**src/hdl/scle_pkg.sv**
```systemverilog
// ----------------------------------------------------------------------------
// scle_pkg
// Shared types, codes and the set-1 key table for the scancode line editor.
// ----------------------------------------------------------------------------
package scle_pkg;

   localparam int LINE_CAPACITY_DEF = 64;

   // configuration register indexes
   localparam int CSR_IDX_W = 2;
   localparam logic [CSR_IDX_W-1:0] CSR_ENABLE     = 2'd0;
   localparam logic [CSR_IDX_W-1:0] CSR_ECHO_ON    = 2'd1;
   localparam logic [CSR_IDX_W-1:0] CSR_INPUT_MODE = 2'd2;

   // character and scancode constants
   localparam logic [7:0] SC_RELEASE  = 8'h80;
   localparam logic [6:0] SC_KEY_MASK = 7'h7F;
   localparam logic [7:0] SC_LSHIFT   = 8'h2A;
   localparam logic [7:0] SC_RSHIFT   = 8'h36;
   localparam logic [7:0] SC_TBL_SIZE = 8'd58;
   localparam logic [7:0] CH_NUL      = 8'd0;
   localparam logic [7:0] CH_BS       = 8'd8;
   localparam logic [7:0] CH_LF       = 8'd10;
   localparam logic [7:0] CH_CR       = 8'd13;
   localparam logic [7:0] CH_SPACE    = 8'd32;
   localparam logic [7:0] CH_TILDE    = 8'd126;
   localparam logic [7:0] CH_DEL      = 8'd127;
   localparam logic [6:0] CH_LOWER_A  = 7'h61;
   localparam logic [6:0] CH_LOWER_Z  = 7'h7A;
   localparam logic [6:0] CH_CASE_OFS = 7'd32;

   // what one keyboard code asks the line editor to do
   localparam logic [2:0] KEY_NONE      = 3'd0;
   localparam logic [2:0] KEY_SHIFT_ON  = 3'd1;
   localparam logic [2:0] KEY_SHIFT_OFF = 3'd2;
   localparam logic [2:0] KEY_PRINT     = 3'd3;
   localparam logic [2:0] KEY_BKSP      = 3'd4;
   localparam logic [2:0] KEY_ENTER     = 3'd5;

   typedef struct packed {
      logic [2:0] kind;
      logic [6:0] ch;
   } scle_key_type;

   // PS/2 set 1 make code to character, zero where the key has no character
   function automatic logic [6:0] set1_char(input logic [5:0] idx);
      logic [6:0] c;
      case (idx)
         6'd1:  c = 7'h1B;
         6'd2:  c = 7'h31;
         6'd3:  c = 7'h32;
         6'd4:  c = 7'h33;
         6'd5:  c = 7'h34;
         6'd6:  c = 7'h35;
         6'd7:  c = 7'h36;
         6'd8:  c = 7'h37;
         6'd9:  c = 7'h38;
         6'd10: c = 7'h39;
         6'd11: c = 7'h30;
         6'd12: c = 7'h2D;
         6'd13: c = 7'h3D;
         6'd14: c = 7'h08;
         6'd15: c = 7'h09;
         6'd16: c = 7'h71;
         6'd17: c = 7'h77;
         6'd18: c = 7'h65;
         6'd19: c = 7'h72;
         6'd20: c = 7'h74;
         6'd21: c = 7'h79;
         6'd22: c = 7'h75;
         6'd23: c = 7'h69;
         6'd24: c = 7'h6F;
         6'd25: c = 7'h70;
         6'd26: c = 7'h5B;
         6'd27: c = 7'h5D;
         6'd28: c = 7'h0A;
         6'd30: c = 7'h61;
         6'd31: c = 7'h73;
         6'd32: c = 7'h64;
         6'd33: c = 7'h66;
         6'd34: c = 7'h67;
         6'd35: c = 7'h68;
         6'd36: c = 7'h6A;
         6'd37: c = 7'h6B;
         6'd38: c = 7'h6C;
         6'd39: c = 7'h3B;
         6'd40: c = 7'h27;
         6'd41: c = 7'h60;
         6'd43: c = 7'h5C;
         6'd44: c = 7'h7A;
         6'd45: c = 7'h78;
         6'd46: c = 7'h63;
         6'd47: c = 7'h76;
         6'd48: c = 7'h62;
         6'd49: c = 7'h6E;
         6'd50: c = 7'h6D;
         6'd51: c = 7'h2C;
         6'd52: c = 7'h2E;
         6'd53: c = 7'h2F;
         6'd55: c = 7'h2A;
         6'd57: c = 7'h20;
         default: c = 7'h00;
      endcase
      return c;
   endfunction

endpackage

```
**src/hdl/scle_decode.sv**
```systemverilog
// ----------------------------------------------------------------------------
// scle_decode
// Turn one keyboard code into a line-editor action and its character.
// ----------------------------------------------------------------------------
module scle_decode (
   input  logic [7:0]             code,
   input  logic                   input_mode,
   input  logic                   shift_held,
   output scle_pkg::scle_key_type key
);
   import scle_pkg::*;

   logic [6:0] tbl_char;
   logic [6:0] rel_key;
   logic [7:0] ch;
   logic       is_shift;
   logic       is_char;

   assign rel_key  = code[6:0] & SC_KEY_MASK;
   assign is_shift = (code == SC_LSHIFT) || (code == SC_RSHIFT);

   always_comb begin
      tbl_char = set1_char(code[5:0]);
      if (shift_held && (tbl_char >= CH_LOWER_A) && (tbl_char <= CH_LOWER_Z)) begin
         tbl_char = 7'(tbl_char - CH_CASE_OFS);
      end
   end

   always_comb begin
      ch      = CH_NUL;
      is_char = 1'b0;
      key     = '{kind: KEY_NONE, ch: 7'd0};
      if (input_mode) begin
         is_char = 1'b1;
         if (code == CH_CR) begin
            ch = CH_LF;
         end else if (code == CH_DEL) begin
            ch = CH_BS;
         end else begin
            ch = code;
         end
      end else if ((code & SC_RELEASE) != 8'd0) begin
         // release: only the shift keys matter
         if ((rel_key == SC_LSHIFT[6:0]) || (rel_key == SC_RSHIFT[6:0])) begin
            key.kind = KEY_SHIFT_OFF;
         end
      end else if (is_shift) begin
         key.kind = KEY_SHIFT_ON;
      end else if (code < SC_TBL_SIZE) begin
         is_char = 1'b1;
         ch      = {1'b0, tbl_char};
      end

      if (is_char) begin
         key.ch = ch[6:0];
         if (ch == CH_NUL) begin
            key.kind = KEY_NONE;
         end else if ((ch == CH_LF) || (ch == CH_CR)) begin
            key.kind = KEY_ENTER;
         end else if ((ch == CH_BS) || (ch == CH_DEL)) begin
            key.kind = KEY_BKSP;
         end else if ((ch >= CH_SPACE) && (ch <= CH_TILDE)) begin
            key.kind = KEY_PRINT;
         end
      end
   end

endmodule

```
**src/hdl/scancode_line_editor_top.sv**
```systemverilog
// ----------------------------------------------------------------------------
// scancode_line_editor_top
// Keyboard code to edited command line: set-1 or ASCII decode, line store, echo and
// streaming of the finished line.
// ----------------------------------------------------------------------------
//
//   channel  direction  handshake            payload
//   req      in         req_valid/req_stall  req_code
//   rsp      out        rsp_valid/rsp_stall  rsp_echo_*, rsp_line_*, rsp_prompt_request,
//                                            rsp_last
//   csr      in         csr_write            csr_index, csr_data
//
// An item passes through accept and decode when it gives no result or one
// result. Enter on a stored line streams it out character by character: each
// character is read from the line memory in READ, then moved into the output
// register in EMIT. Reset is synchronous and clears the control state, the
// line length and the shift flag; the line memory is not cleared. A stall on
// rsp holds the block in decode or emit until the output register frees up.
// ----------------------------------------------------------------------------
module scancode_line_editor_top #(
   parameter int LINE_CAPACITY = scle_pkg::LINE_CAPACITY_DEF
) (
   input  logic                           clock,
   input  logic                           reset,
   // input items
   input  logic                           req_valid,
   output logic                           req_stall,
   input  logic [7:0]                     req_code,
   // result items
   output logic                           rsp_valid,
   input  logic                           rsp_stall,
   output logic                           rsp_echo_valid,
   output logic [6:0]                     rsp_echo_char,
   output logic                           rsp_line_valid,
   output logic [6:0]                     rsp_line_char,
   output logic                           rsp_line_done,
   output logic                           rsp_prompt_request,
   output logic                           rsp_last,
   // configuration
   input  logic                           csr_write,
   input  logic [scle_pkg::CSR_IDX_W-1:0] csr_index,
   input  logic                           csr_data
);
   import scle_pkg::*;

   localparam int LEN_W = $clog2(LINE_CAPACITY);
   localparam logic [LEN_W-1:0] LEN_MAX = LEN_W'(LINE_CAPACITY - 1);

   localparam logic [1:0] ST_IDLE   = 2'd0;
   localparam logic [1:0] ST_DECODE = 2'd1;
   localparam logic [1:0] ST_READ   = 2'd2;
   localparam logic [1:0] ST_EMIT   = 2'd3;

   // configuration registers
   logic enable_ff, echo_on_ff, input_mode_ff;

   // control and line state
   logic [1:0]       state_ff, state_in;
   logic [7:0]       code_ff, code_in;
   logic             shift_ff, shift_in;
   logic [LEN_W-1:0] len_ff, len_in;
   logic [LEN_W-1:0] rd_idx_ff, rd_idx_in;

   // line memory, one write port and one registered read port
   logic [6:0]       line_mem [LINE_CAPACITY];
   logic [6:0]       rd_data_ff;
   logic             wr_en;

   // output register
   logic       out_valid_ff, out_valid_in;
   logic       echo_valid_ff, echo_valid_in;
   logic [6:0] echo_char_ff, echo_char_in;
   logic       line_valid_ff, line_valid_in;
   logic [6:0] line_char_ff, line_char_in;
   logic       line_done_ff, line_done_in;
   logic       prompt_ff, prompt_in;
   logic       last_ff, last_in;

   scle_key_type key;
   logic         out_free;
   logic         rd_last;

   scle_decode u_decode (
      .code       (code_ff),
      .input_mode (input_mode_ff),
      .shift_held (shift_ff),
      .key        (key)
   );

   // output register is free when empty or being taken this cycle
   assign out_free  = !out_valid_ff || !rsp_stall;
   assign rd_last   = (rd_idx_ff == LEN_W'(len_ff - 1'b1));
   assign req_stall = (state_ff != ST_IDLE);

   always_comb begin
      state_in      = state_ff;
      code_in       = code_ff;
      shift_in      = shift_ff;
      len_in        = len_ff;
      rd_idx_in     = rd_idx_ff;
      wr_en         = 1'b0;
      out_valid_in  = out_valid_ff && rsp_stall;
      echo_valid_in = echo_valid_ff;
      echo_char_in  = echo_char_ff;
      line_valid_in = line_valid_ff;
      line_char_in  = line_char_ff;
      line_done_in  = line_done_ff;
      prompt_in     = prompt_ff;
      last_in       = last_ff;

      case (state_ff)
         ST_IDLE: begin
            // take the next item even while a result still waits
            if (req_valid) begin
               code_in  = req_code;
               state_in = ST_DECODE;
            end
         end
         ST_DECODE: begin
            if (!enable_ff) begin
               state_in = ST_IDLE;
            end else begin
               case (key.kind)
                  KEY_SHIFT_ON: begin
                     shift_in = 1'b1;
                     state_in = ST_IDLE;
                  end
                  KEY_SHIFT_OFF: begin
                     shift_in = 1'b0;
                     state_in = ST_IDLE;
                  end
                  KEY_PRINT: begin
                     // wait for the output slot so the store happens once
                     if (out_free) begin
                        state_in = ST_IDLE;
                        if (len_ff < LEN_MAX) begin
                           wr_en  = 1'b1;
                           len_in = LEN_W'(len_ff + 1'b1);
                           if (echo_on_ff) begin
                              out_valid_in  = 1'b1;
                              echo_valid_in = 1'b1;
                              echo_char_in  = key.ch;
                              line_valid_in = 1'b0;
                              line_char_in  = 7'd0;
                              line_done_in  = 1'b0;
                              prompt_in     = 1'b0;
                              last_in       = 1'b1;
                           end
                        end
                     end
                  end
                  KEY_BKSP: begin
                     if (len_ff == '0) begin
                        state_in = ST_IDLE;
                     end else if (out_free) begin
                        state_in      = ST_IDLE;
                        len_in        = LEN_W'(len_ff - 1'b1);
                        out_valid_in  = 1'b1;
                        echo_valid_in = 1'b1;
                        echo_char_in  = CH_BS[6:0];
                        line_valid_in = 1'b0;
                        line_char_in  = 7'd0;
                        line_done_in  = 1'b0;
                        prompt_in     = 1'b0;
                        last_in       = 1'b1;
                     end
                  end
                  KEY_ENTER: begin
                     if (len_ff != '0) begin
                        rd_idx_in = '0;
                        state_in  = ST_READ;
                     end else if (out_free) begin
                        // empty line: newline echo plus prompt request
                        state_in      = ST_IDLE;
                        out_valid_in  = 1'b1;
                        echo_valid_in = 1'b1;
                        echo_char_in  = CH_LF[6:0];
                        line_valid_in = 1'b0;
                        line_char_in  = 7'd0;
                        line_done_in  = 1'b0;
                        prompt_in     = 1'b1;
                        last_in       = 1'b1;
                     end
                  end
                  default: begin
                     state_in = ST_IDLE;
                  end
               endcase
            end
         end
         ST_READ: begin
            state_in = ST_EMIT;
         end
         ST_EMIT: begin
            // first character carries the newline echo, last one the done mark
            if (out_free) begin
               out_valid_in  = 1'b1;
               echo_valid_in = (rd_idx_ff == '0);
               echo_char_in  = (rd_idx_ff == '0) ? CH_LF[6:0] : 7'd0;
               line_valid_in = 1'b1;
               line_char_in  = rd_data_ff;
               line_done_in  = rd_last;
               prompt_in     = 1'b0;
               last_in       = rd_last;
               if (rd_last) begin
                  len_in   = '0;
                  state_in = ST_IDLE;
               end else begin
                  rd_idx_in = LEN_W'(rd_idx_ff + 1'b1);
                  state_in  = ST_READ;
               end
            end
         end
         default: begin
            state_in = ST_IDLE;
         end
      endcase
   end

   always_ff @(posedge clock) begin
      if (reset) begin
         state_ff      <= ST_IDLE;
         shift_ff      <= 1'b0;
         len_ff        <= '0;
         out_valid_ff  <= 1'b0;
         enable_ff     <= 1'b1;
         echo_on_ff    <= 1'b1;
         input_mode_ff <= 1'b0;
      end else begin
         state_ff     <= state_in;
         shift_ff     <= shift_in;
         len_ff       <= len_in;
         out_valid_ff <= out_valid_in;
         if (csr_write) begin
            case (csr_index)
               CSR_ENABLE:     enable_ff     <= csr_data;
               CSR_ECHO_ON:    echo_on_ff    <= csr_data;
               CSR_INPUT_MODE: input_mode_ff <= csr_data;
               default: ;
            endcase
         end
      end
   end

   always_ff @(posedge clock) begin
      code_ff       <= code_in;
      rd_idx_ff     <= rd_idx_in;
      echo_valid_ff <= echo_valid_in;
      echo_char_ff  <= echo_char_in;
      line_valid_ff <= line_valid_in;
      line_char_ff  <= line_char_in;
      line_done_ff  <= line_done_in;
      prompt_ff     <= prompt_in;
      last_ff       <= last_in;
   end

   // line memory: writes only in decode, reads only while streaming
   always_ff @(posedge clock) begin
      if (wr_en) begin
         line_mem[len_ff] <= key.ch;
      end
      if (state_ff == ST_READ) begin
         rd_data_ff <= line_mem[rd_idx_ff];
      end
   end

   assign rsp_valid          = out_valid_ff;
   assign rsp_echo_valid     = echo_valid_ff;
   assign rsp_echo_char      = echo_char_ff;
   assign rsp_line_valid     = line_valid_ff;
   assign rsp_line_char      = line_char_ff;
   assign rsp_line_done      = line_done_ff;
   assign rsp_prompt_request = prompt_ff;
   assign rsp_last           = last_ff;

   a_done_is_last: assert property (@(posedge clock) disable iff (reset)
      (out_valid_ff && line_done_ff) |-> last_ff)
      else $error("line done without last");

   a_prompt_shape: assert property (@(posedge clock) disable iff (reset)
      (out_valid_ff && prompt_ff) |->
         (echo_valid_ff && (echo_char_ff == CH_LF[6:0]) && !line_valid_ff && last_ff))
      else $error("prompt request with wrong payload");

   a_accept_decode: assert property (@(posedge clock) disable iff (reset)
      (req_valid && !req_stall) |=> (state_ff == ST_DECODE))
      else $error("accepted item not decoded");

   a_len_bound: assert property (@(posedge clock) disable iff (reset)
      len_ff <= LEN_MAX)
      else $error("line length beyond capacity");

   a_read_in_line: assert property (@(posedge clock) disable iff (reset)
      ((state_ff == ST_READ) || (state_ff == ST_EMIT)) |-> (rd_idx_ff < len_ff))
      else $error("stream index past line end");

endmodule

```
**config.mk**
```make
export PLATFORM = sky130hd
export DESIGN_NAME = scancode_line_editor_top
export DESIGN_NICKNAME = d
export VERILOG_FILES = /design/src/hdl/scle_pkg.sv /design/src/hdl/scle_decode.sv /design/src/hdl/scancode_line_editor_top.sv
export SDC_FILE = /design/constraint.sdc
export NUM_CORES = 1
export LEC_CHECK = 0
export BUFFER_PORTS_ARGS = -buffer_cell sky130_fd_sc_hd__buf_2
export CORE_ASPECT_RATIO = 1.25
export CORE_MARGIN = 3
export CORE_UTILIZATION = 25
export CTS_BUF_LIST = sky130_fd_sc_hd__clkbuf_4 sky130_fd_sc_hd__clkbuf_8 sky130_fd_sc_hd__clkbuf_16
export CTS_CLUSTER_SIZE = 12
export DETAILED_ROUTE_END_ITERATION = 12
export SYNTH_ARGS = -nofsm -noshare
export SYNTH_HDL_FRONTEND = slang
export SYNTH_SLANG_ARGS = --single-unit
```
**constraint.sdc**
```tcl
create_clock -name clock -period 7.2 [get_ports clock]
set_input_delay 1.08 -clock clock [delete_from_list [all_inputs] [get_ports clock]]
set_output_delay 1.08 -clock clock [all_outputs]
set_load 0.03 [all_outputs]
```
After elaboration in Yosys (flattened, before gate mapping) --
Memories as Yosys holds them, arrays and structs flattened. A register that Yosys moved wholly into a read port is not among the register bits. Index checks and enable logic that the tools add are counted.
Cells by class: eq/ne operators 37, reductions and logical operators 31, $add $sub $neg 4, muxes and demuxes 123, $lt $le $gt $ge 6
Operator list (number):
- 7-bit 2-to-1 mux | 19
- 6-bit 2-to-1 mux | 13
- 1-bit 2-to-1 mux | 48
- 7-bit one-hot mux with 3 select lines | 2
- 8-bit 2-to-1 mux | 5
- 6-bit one-hot mux with 2 select lines | 3
- 8-bit by 4-bit equality test with 1-bit output, second input constant | 4
- 7-bit one-hot mux with 2 select lines | 2
- 9-bit AND reduction | 3
- 3-bit inequality test, second input constant | 7
- 3-bit 2-to-1 mux | 6
- 1-bit one-hot mux with 3 select lines | 6
- 8-bit by 6-bit equality test with 1-bit output, second input constant | 2
- 8-bit by 7-bit equality test with 1-bit output, second input constant | 2
- 2-bit 2-to-1 mux | 8
- 7-bit by 6-bit equality test with 1-bit output, second input constant | 2
- 2-bit inequality test, second input constant | 7
- 1-bit one-hot mux with 2 select lines | 7
- 6-bit by 1-bit adder with 6-bit output, second input constant | 2
- 6-bit zero test | 2
- 11-bit AND reduction | 1
- 10-bit 2-to-1 mux | 1
- 2-bit AND reduction | 5
- 8-bit by 6-bit >= comparator with 1-bit output, second input constant | 1
- other kinds (27) | 43
Word-level totals: output and inout port bits 21, bits in writable memories 448, bits of input ports 16, memory bits (read-only) 448, bits in registers 46, memories 2, logic and storage cells 219
Memory list:
- (no name shown) | depth 64, width 7, read ports 1, clocked after Yosys merged registers in 1, write ports 0, RTL line scle_pkg.sv:48 | case (idx)
- line_mem | depth 64, width 7, read ports 1, clocked after Yosys merged registers in 1, write ports 1, RTL line scancode_line_editor_top.sv:65 | logic [6:0] line_mem [LINE_CAPACITY];

Depth between registers and ports, before layout --
Gate-level depths: netlist of run 1.
depth in word-level cells 21, gate-level depth with buffers 13, mapped depth without buffers 11

By module --
Synthesis of run 1 repeated with hierarchy kept, for this count alone.
Second synthesis, totals: cell total of the unflattened synthesis 1284, area, all modules 21800.9 sq um
Modules (own cells, without submodules):
- scancode_line_editor_top | seq. area each 14914.3 sq um, area an instance 20310.7 sq um, cells an instance 1093, instances 1
- scle_decode | seq. area each 0.0 sq um, area an instance 1490.2 sq um, cells an instance 191, instances 1

Worst setup path before layout of run 1 --
Ideal clock, no wire load.
kind reg-to-reg, start point register code_ff[4], end point register line_char_ff[0], in the netlist rsp_line_char[0], enable pin, arrival time 4445 ps, stages on the path, launching flop included 13, path slack 2380 ps, buffers on the path 2, required time 6825 ps, path through edfxtp_1 -> clkbuf_1 -> and3b_1 -> o2111ai_1 -> buf_2 -> a21oi_1 -> nor2_1 -> mux2i_1 -> nor3_1 -> nor2b_1 -> a21oi_1 -> o22ai_1 -> a21oi_1
Between the ends: longest elaborated chain between the ends 15
Ends and longest elaborated chain:
- start: declaration | RTL line scancode_line_editor_top.sv:59 | logic [7:0] code_ff, code_in;
- start signal: assignment | RTL line scancode_line_editor_top.sv:246 | code_ff <= code_in;
- 8-bit by 6-bit less-than comparator with 1-bit output or 8-bit by 6-bit equality test with 1-bit output (tied branches) | RTL line scle_decode.sv:49, scle_decode.sv:20
- 7-bit 2-to-1 mux or 1-bit logical OR (tied branches) | RTL line scle_decode.sv:49, scle_decode.sv:20
- 8-bit 2-to-1 mux | RTL line scle_decode.sv:47 | end else if (is_shift) begin
- 8-bit 2-to-1 mux | RTL line scle_decode.sv:42 | end else if ((code & SC_RELEASE) != 8'd0) begin
- 8-bit 2-to-1 mux | RTL line scle_decode.sv:33 | if (input_mode) begin
- 8-bit by 6-bit >= comparator with 1-bit output or 8-bit by 7-bit less-or-equal comparator with 1-bit output (tied branches) | RTL line scle_decode.sv:62 | end else if ((ch >= CH_SPACE) && (ch <= CH_TILDE)) begin
- 1-bit logical AND | RTL line scle_decode.sv:62
- 3-bit 2-to-1 mux | RTL line scle_decode.sv:62
- 3-bit 2-to-1 mux | RTL line scle_decode.sv:60 | end else if ((ch == CH_BS) || (ch == CH_DEL)) begin
- 3-bit 2-to-1 mux | RTL line scle_decode.sv:58 | end else if ((ch == CH_LF) || (ch == CH_CR)) begin
- 3-bit 2-to-1 mux | RTL line scle_decode.sv:56 | if (ch == CH_NUL) begin
- 10-bit 2-to-1 mux (*) | RTL line scle_decode.sv:54 | if (is_char) begin
- 3-bit equality test or 3-bit by 2-bit equality test with 1-bit output (tied branches) | RTL line scancode_line_editor_top.sv:123 | case (key.kind)
- 4-bit by 2-bit inequality test with 1-bit output (no source line) or 3-bit inequality test (tied branches)
- 9-bit AND reduction (no source line) (*)
- end signal: assignment | RTL line scancode_line_editor_top.sv:251 | line_char_ff <= line_char_in;
- end: declaration | RTL line scancode_line_editor_top.sv:74 | logic [6:0] line_char_ff, line_char_in;
Mark *: on every way between the ends. The rest lies on a longest branch, timed or not. A chain may end at the register's enable or synchronous reset.

Worst setup path in the final report of run 1 --
start point register code_ff[4], end point memory line_mem[57][3], enable pin
Between the ends: longest elaborated chain between the ends 18
Ends and longest elaborated chain:
- 8-bit by 6-bit less-than comparator with 1-bit output or 8-bit by 6-bit equality test with 1-bit output (tied branches) | RTL line scle_decode.sv:49, scle_decode.sv:20
- 7-bit 2-to-1 mux or 1-bit logical OR (tied branches) | RTL line scle_decode.sv:49, scle_decode.sv:20
- 8-bit 2-to-1 mux | RTL line scle_decode.sv:47
- 8-bit 2-to-1 mux | RTL line scle_decode.sv:42
- 8-bit 2-to-1 mux | RTL line scle_decode.sv:33
- 8-bit by 6-bit >= comparator with 1-bit output or 8-bit by 7-bit less-or-equal comparator with 1-bit output (tied branches) | RTL line scle_decode.sv:62
- 1-bit logical AND | RTL line scle_decode.sv:62
- 3-bit 2-to-1 mux | RTL line scle_decode.sv:62
- [2 not listed]
- 3-bit 2-to-1 mux | RTL line scle_decode.sv:56
- 10-bit 2-to-1 mux (*) | RTL line scle_decode.sv:54
- 3-bit by 2-bit equality test with 1-bit output (*) | RTL line scancode_line_editor_top.sv:123
- 1-bit 2-to-1 mux (*) | RTL line scancode_line_editor_top.sv:123
- 1-bit 2-to-1 mux (*) | RTL line scancode_line_editor_top.sv:120 | if (!enable_ff) begin
- 1-bit 2-to-1 mux (*) | RTL line scancode_line_editor_top.sv:111 | case (state_ff)
- 1-bit 2-to-1 mux (*) | RTL line scancode_line_editor_top.sv:259 | if (wr_en) begin
- 1-bit 2-to-1 mux (not written as such) (*) | RTL line scancode_line_editor_top.sv:260 | line_mem[len_ff] <= key.ch;
- end: declaration | RTL line scancode_line_editor_top.sv:65
Marked as above.

==> results of run 1 <==
[flip-flops by register name (all words and copies together), names as in the netlist, 2 cells and up, named ones only]
name	flops
state_ff	2
u_decode.tbl_char	5
len_ff	6
rsp_line_char	7
code_ff	8
line_mem	448
rd_data_ff	7
rd_idx_ff	6
rsp_echo_char	7
[report_power, final]
group	leakage, µW	total [µW]	switching [µW]	internal [µW]
registers	0.00465	3320	24.5	3300
clock network	0.000708	2360	1060	1310
logic	0.00220	300	220	79.8
[kinds of logic after synthesis]
group	count (synthesis)	synth area share (%)
mux	164	16.5
fa+ha+maj	15	0.887
compound gates	121	3.77
xor+xnor	12	0.497
simple gates	255	5.73
buf+inv	83	1.53
flops	508	71.1
[synth_stat cells (3+ instances only)]
cell type,number
o21ai_0,24
nand4_1,8
dfxtp_1,20
ha_1,15
nor2_1,114
inv_1,16
nand3_1,26
buf_1,15
edfxtp_1,488
nor3b_1,5
a21oi_1,37
or3_1,3
nor4_1,4
clkbuf_1,47
a221oi_1,3
o2111ai_1,4
nand2_1,43
a211oi_1,5
and3_1,9
mux2_2,5
nand3b_1,5
o211ai_1,8
a31oi_1,7
and2_1,5
o22ai_1,5
xnor2_1,6
mux4_2,147
nor2b_1,4
nor3_1,16
mux2i_1,12
and3b_1,3
xor2_1,6
[final timing paths]
| path | slack, ns | endpoint | depth (start not counted) |
|---|---|---|---|
| setup reg to reg | 1.95 | line_mem[57][3] | 9 |
| setup / recovery | 1.95 | line_mem[57][3] | 9 |
| hold / removal | 0.53 | shift_ff | 2 |
| hold reg to reg | 0.53 | shift_ff | 2 |
[per-stage QoR]
step           cells  utilization [%]  cell area (µm²)  power (µW)
2_1_floorplan   1158                -            21200        3560
3_3_place_gp    2227             27.1            22600        3680
3_5_place_dp    2227             27.1            22600        3690
4_1_cts         2296             28.8            24100        6040
5_1_grt         2297             28.8            24100        6190
6_report        2297             28.8            24100        5980
[worst max-delay path, cell delays in order, from the launching register on]
cell	delay, ns
edfxtp_1	0.50
and3b_1	0.23
o2111ai_1	0.68
nand2_1	0.24
o31a_1	0.42
a32oi_1	0.31
a21bo_2	0.32
nor4_4	0.49
nand4_1	0.85
nor2_1	0.83
[layout make-up]
class / instances / share of cell area, %
well taps: 1080 / 5.62
repair buffers: 56 / 1.43
clock buffers: 59 / 5.55
clock inverters: 10 / 0.406
multi-input cells: 567 / 24.2
flip-flops and latches: 508 / 62.6
inverters: 17 / 0.265
[routing by layer]
layer / GRT usage, % / vias up / wire, µm
met5: 0 / - / 13
li1: - / 4785 / -
met4: 2.80 / 2 / 1070
met1: 13.7 / 5841 / 19900
met2: 20.4 / 338 / 26600
met3: 2.06 / 80 / 2410
[cells in the final DEF (no fill, tap or decap), types with 16 or more instances in the layout]
master / instances
dfxtp_1: 20
buf_4: 19
buf_2: 36
mux4_2: 147
nand2_1: 39
a21oi_1: 37
nor3_1: 16
nor2_1: 113
o21ai_0: 24
clkbuf_16: 51
nand3_1: 26
edfxtp_1: 488
==> summary.md, run 1 <==
| Metric | Value |
|---|---|
| Status | completed |
| Worst hold path type | flip-flop to flip-flop |
| Synthesized Nets | 1,189 |
| Routed Antenna Nets | 0 |
| Final Critical Period | 5.25 ns |
| Gr usage total | 11.2% |
| Post-CTS setup repair buffer count | 0 |
| Input/output buffers | 36 |
| Ranking of synthesized cells by area | edfxtp_1, mux4_2, nor2_1, dfxtp_1, ha_1 |
| Avg Inst Size Synth | 18.3 µm² |
| Number of iterations in the first detailed-routing pass | 6 |
| CP startpoint kind | flip-flop |
| CP Launch Point | code_ff[4] |
| Post-cts sizing count | 0 |
| Syn Inst Count | 1,158 |
| CTS buffer count | 50 |
| Worst-Margin Slew | 1.08 ns |
| Max frequency | 0.190 GHz |
| Worst Hold Margin | 0.526 ns |
| Fin worst setup slack | 1.95 ns |
| Mapped cell area | 21,200 µm² |
| Worst setup EP type | flip-flop |
| Required @ worst endpoint | 7.43 ns |
| Die H | 331 µm |
| Multi-input logic area | 5810 µm² |
| Arr. time, crit path | 5.49 ns |
| Boundary pin count | 37 |
| Share of layout cells above drive strength 1 | 23.7% |
| Vias | 11,000 |
| Die width | 266 µm |
| Crit path kind | flip-flop to flip-flop |
| Seq cells post-synth | 508 |
| Synth warn | 0 |
| First-pass GRT wire length | 75.4 mm |
| DR iter-0 viols | 1,143 |
| CTS tree | yes |
| Vias per inst | 4.81 |
| Worst Path Max Fanout | 11 |
| Final max-slew violation count | 0 |
| Final net count | 1,231 |
| Largest net degree at the start of global routing | 118 |
| Cell accounting for the most synthesized area | edfxtp_1 |
| Area Overhead vs Synth | 13.7% |
| Final Hold Viols | 0 |
| # rows | 118 |
| Global route overflow | 0 |
| Gpl congestion | 0.854 |
| Dpl hpwl | 31.8 mm |
| Tcrit/Tclk final | 73.0% |
| Area share of the largest cell type after synthesis | 69.2% |
| Synth unique cells | 63 |
| Initial core utilization | 25.4% |
| H-tree depth | 2 |
| Clk root buf | clkbuf_16 |
| Post-synthesis sequential area ratio | 71.1% |
| Worst hold start | shift_ff |
| Final wirelength | 50.0 mm |
| Post-route DRC | 0 |
| Final setup viols | 0 |
| Core area | 83,400 µm² |
| Reg clk slew, reported paths | 0.06 ns |
| Number of antenna violations at the first check in global routing | 1 |
| Pre-CTS setup slack | 2.03 ns |
| Cts hold-fix bufs | 0 |
| Max-Cap Viols | 0 |
| Max IR drop VDD | 0.000181 V |
| Pleak | 0.00756 µW |
| Antenna Cells | 0 |
| Setup_tns | 0 ns |
| Clk sink count | 508 |
| Avg WL per Cell | 21.8 µm |
| Setup repair after global routing missed its margin | false |
| Filler Cells Inserted | 8,074 |
| Worst rel slew slack | 28.2% |
| Clock Skew | 0.0349 ns |
| Async S/R FF share, synth | 0% |
| Pwr dens | 249 nW/µm² |
| Clk Latency, worst-skew pair | 0.60 ns |
| Prevailing post-synth register cell | edfxtp_1 |
| Sequential cell area | 15,100 µm² |
| Area of the die | 88,200 µm² |
| CTS max path bufs | 3 |
| Worst reg2reg path startpoint | code_ff[4] |
| EDFF count, synth | 488 |
| Number of global-route vias before repair | 11,300 |
Note: power is estimated with default switching activity, not from simulation.
==> run 2, diff against run 1 <==
clock period = 4.9 ns   (was 7.2 ns; I/O delays follow)
==> summary.md, run 2 (same netlist as run 1, synthesis figures left out) <==
| Metric | Value |
|---|---|
| Most frequent cells in the layout | edfxtp_1, mux4_2, nor2_1, clkbuf_16, buf_4 |
| Boundary pin count | 37 (unchanged) |
| Final Hold Viols | 0 (unchanged) |
| Number of global-route vias before repair | 11,400 (+0.81%) |
| Cts hold-fix bufs | 0 (unchanged) |
| CTS tree | yes |
| Max IR drop VDD | 0.000237 V (+31%) |
| Top reg by flops | line_mem |
| Worst Path Max Fanout | 11 (unchanged) |
| Worst rel slew slack | 34.4% (+6.3 points) |
| DR iter-0 viols | 1,068 (-6.6%) |
| Final setup viols | 0 (unchanged) |
| Top sig layer | met5 |
| Arr. time, crit path | 4.68 ns (-0.81 ns) |
| Clk root buf | clkbuf_16 |
| Worst setup path endpoint | line_mem[51][0] |
| Required @ worst endpoint | 5.14 ns (-2.29 ns) |
| Die width | 266 µm (unchanged) |
| Pleak | 0.00773 µW (+2.2%) |
| Clk Latency, worst-skew pair | 0.61 ns (about the same) |
| M1 wire length | 20.2 mm (+1.9%) |
| Pwr dens | 366 nW/µm² (+47%) |
| Max frequency | 0.225 GHz (+18%) |
| CP max stage delay | 0.65 ns (-0.20 ns) |
| Clock Skew | 0.0301 ns (-0.00476 ns) |
| Post-CTS setup repair buffer count | 0 (unchanged) |
| Global route overflow | 0 (unchanged) |
| Area of the die | 88,200 µm² (unchanged) |
| Max-Cap Viols | 0 (unchanged) |
| Dpl hpwl | 33.3 mm (+4.6%) |
| Reg clk slew, reported paths | 0.06 ns (about the same) |
| Sequential cell area | 15,100 µm² (unchanged) |
| Worst setup EP type | flip-flop |
| Filler Cells Inserted | 8,087 (+0.16%) |
| Cell Count Post-Placement | 2,253 (+1.2%) |
| R2R cell count | 10 (+1) |
| Gpl congestion | 0.864 (+1.2%) |
| Final wirelength | 50.7 mm (+1.4%) |
| Commonest non-fill, non-tap cell in the layout | edfxtp_1 |
| Worst-Margin Slew | 0.983 ns (-0.0938 ns) |
| # rows | 118 (unchanged) |
| Input/output buffers | 36 (unchanged) |
| Largest net degree at the start of global routing | 117 (-0.85%) |
| Crit path kind | flip-flop to flip-flop |
| Status | completed |
| Setup_tns | 0 ns (unchanged) |
| CP max stage cell | o2111ai_1 |
| CP startpoint kind | flip-flop |
| Largest register FFs | 448 (unchanged) |
| Vias | 11,200 (+1.5%) |
| Final net count | 1,256 (+2.0%) |
| Setup repair after global routing missed its margin | false |
| H-tree depth | 2 (unchanged) |
| Gr usage total | 11.3% (+0.092 points) |
| Multi-input logic area | 5820 µm² (+0.17%) |
| Area Overhead vs Synth | 15.0% |
| Crit-path cells | and3b_1, o2111ai_1, nand2_1, o31a_1, a32oi_1, a21bo_2, nor4_4, nand4_1, buf_4, nor2_1 |
| Post-cts sizing count | 0 (unchanged) |
| Routed Antenna Nets | 0 (unchanged) |
| Final max-slew violation count | 0 (unchanged) |
| Clk sink count | 508 (unchanged) |
| Vias per inst | 4.82 (+0.19%) |
| Fin cells | 2,326 (+1.3%) |
| Antenna Cells | 0 (unchanged) |
| Reg-to-reg endpoint | line_mem[51][0] |
| Avg WL per Cell | 21.8 µm (+0.17%) |
| Top flop regs | line_mem x448, code_ff x8 |
| DR WL met3 | 2.73 mm (+13%) |
| Share of layout cells above drive strength 1 | 25.7% (+2.0 points) |
| Number of antenna violations at the first check in global routing | 1 (unchanged) |
| CP Launch Point | code_ff[4] |
| Worst reg2reg path startpoint | code_ff[4] |
| Worst hold path type | primary input to flip-flop |
| Die H | 331 µm (unchanged) |
| Final Critical Period | 4.45 ns (-0.807 ns) |
| CTS buffer count | 50 (unchanged) |
| Tcrit/Tclk final | 90.8% (+18 points) |
| Number of iterations in the first detailed-routing pass | 5 (-1) |
| First-pass GRT wire length | 76.2 mm (+1.0%) |
| Initial core utilization | 25.4% (unchanged) |
| Register-to-register setup slack | 0.45 ns (-1.49 ns) |
| CTS max path bufs | 3 (unchanged) |
| Post-route DRC | 0 (unchanged) |
| Core area | 83,400 µm² (unchanged) |
| Total length of routed met2 wires | 26.2 mm (-1.8%) |
## run 2: cell types whose count changed in the layout (fill, tap and decap cells not counted), sizes merged
| cell | change |
|---|---|
| bufinv | +1 |
| clkbuf | +4 |
| clkinv | -3 |
| buf | +25 |
| inv | +1 |
| clkinvlp | +1 |
## run 2: how the worst min path moves through the flow
stage          cells past startpoint  slack, ns         end   startpoint
4_1_cts                            1       0.31  code_ff[0]  req_code[0]
6_report                           1       0.35  code_ff[0]  req_code[0]
3_3_place_gp                       2       0.49    shift_ff     shift_ff
5_1_grt                            1       0.32  code_ff[0]  req_code[0]
3_5_place_dp                       2       0.50    shift_ff     shift_ff
2_1_floorplan                      2       0.46  echo_on_ff   echo_on_ff
## run 2: cell type report
cell class	count	share of cell area, %
Clock buffer	63	5.57
Multi-Input combinational cell	567	23.9
Timing Repair Buffer	81	2.33
Sequential cell	508	61.9
Clock inverter	10	0.488
Tap cell	1080	5.55
Inverter	17	0.262
## run 2: critical path, delay by kind of cell, from the launching register on
kind | cells | cell delay, ns
flip-flops | 1 | 0.51
AND/OR/NAND/NOR | 5 | 1.66
buffers and inverters | 1 | 0.24
AO/OA/AOI/OAI | 4 | 1.66
## run 2: per-stage QoR
stage | hold slack [ns] | util, % | area [µm²] | power (µW) | setup slack [ns]
2_1_floorplan | 0.465 | - | 21200 | 5230 | 0.0795
3_5_place_dp | 0.498 | 27.4 | 22900 | 5420 | 0.492
5_1_grt | 0.323 | 29.2 | 24300 | 9200 | 0.209
3_3_place_gp | 0.494 | 27.4 | 22900 | 5410 | 0.648
6_report | 0.346 | 29.2 | 24300 | 8900 | 0.453
4_1_cts | 0.309 | 29.2 | 24300 | 8980 | 0.486
## run 2: power by group
| group | switching, µW | internal [µW] |
|---|---|---|
| sequential | 38.1 | 4840 |
| combinational | 329 | 119 |
| clock | 1570 | 1990 |
## run 2: routing by layer
layer  vias up  global-route usage [%]
li1       4830                       -
met1      5877                    14.1
met2       410                    19.9
met3        88                    2.03
met4         2                    3.69
met5         -                       0
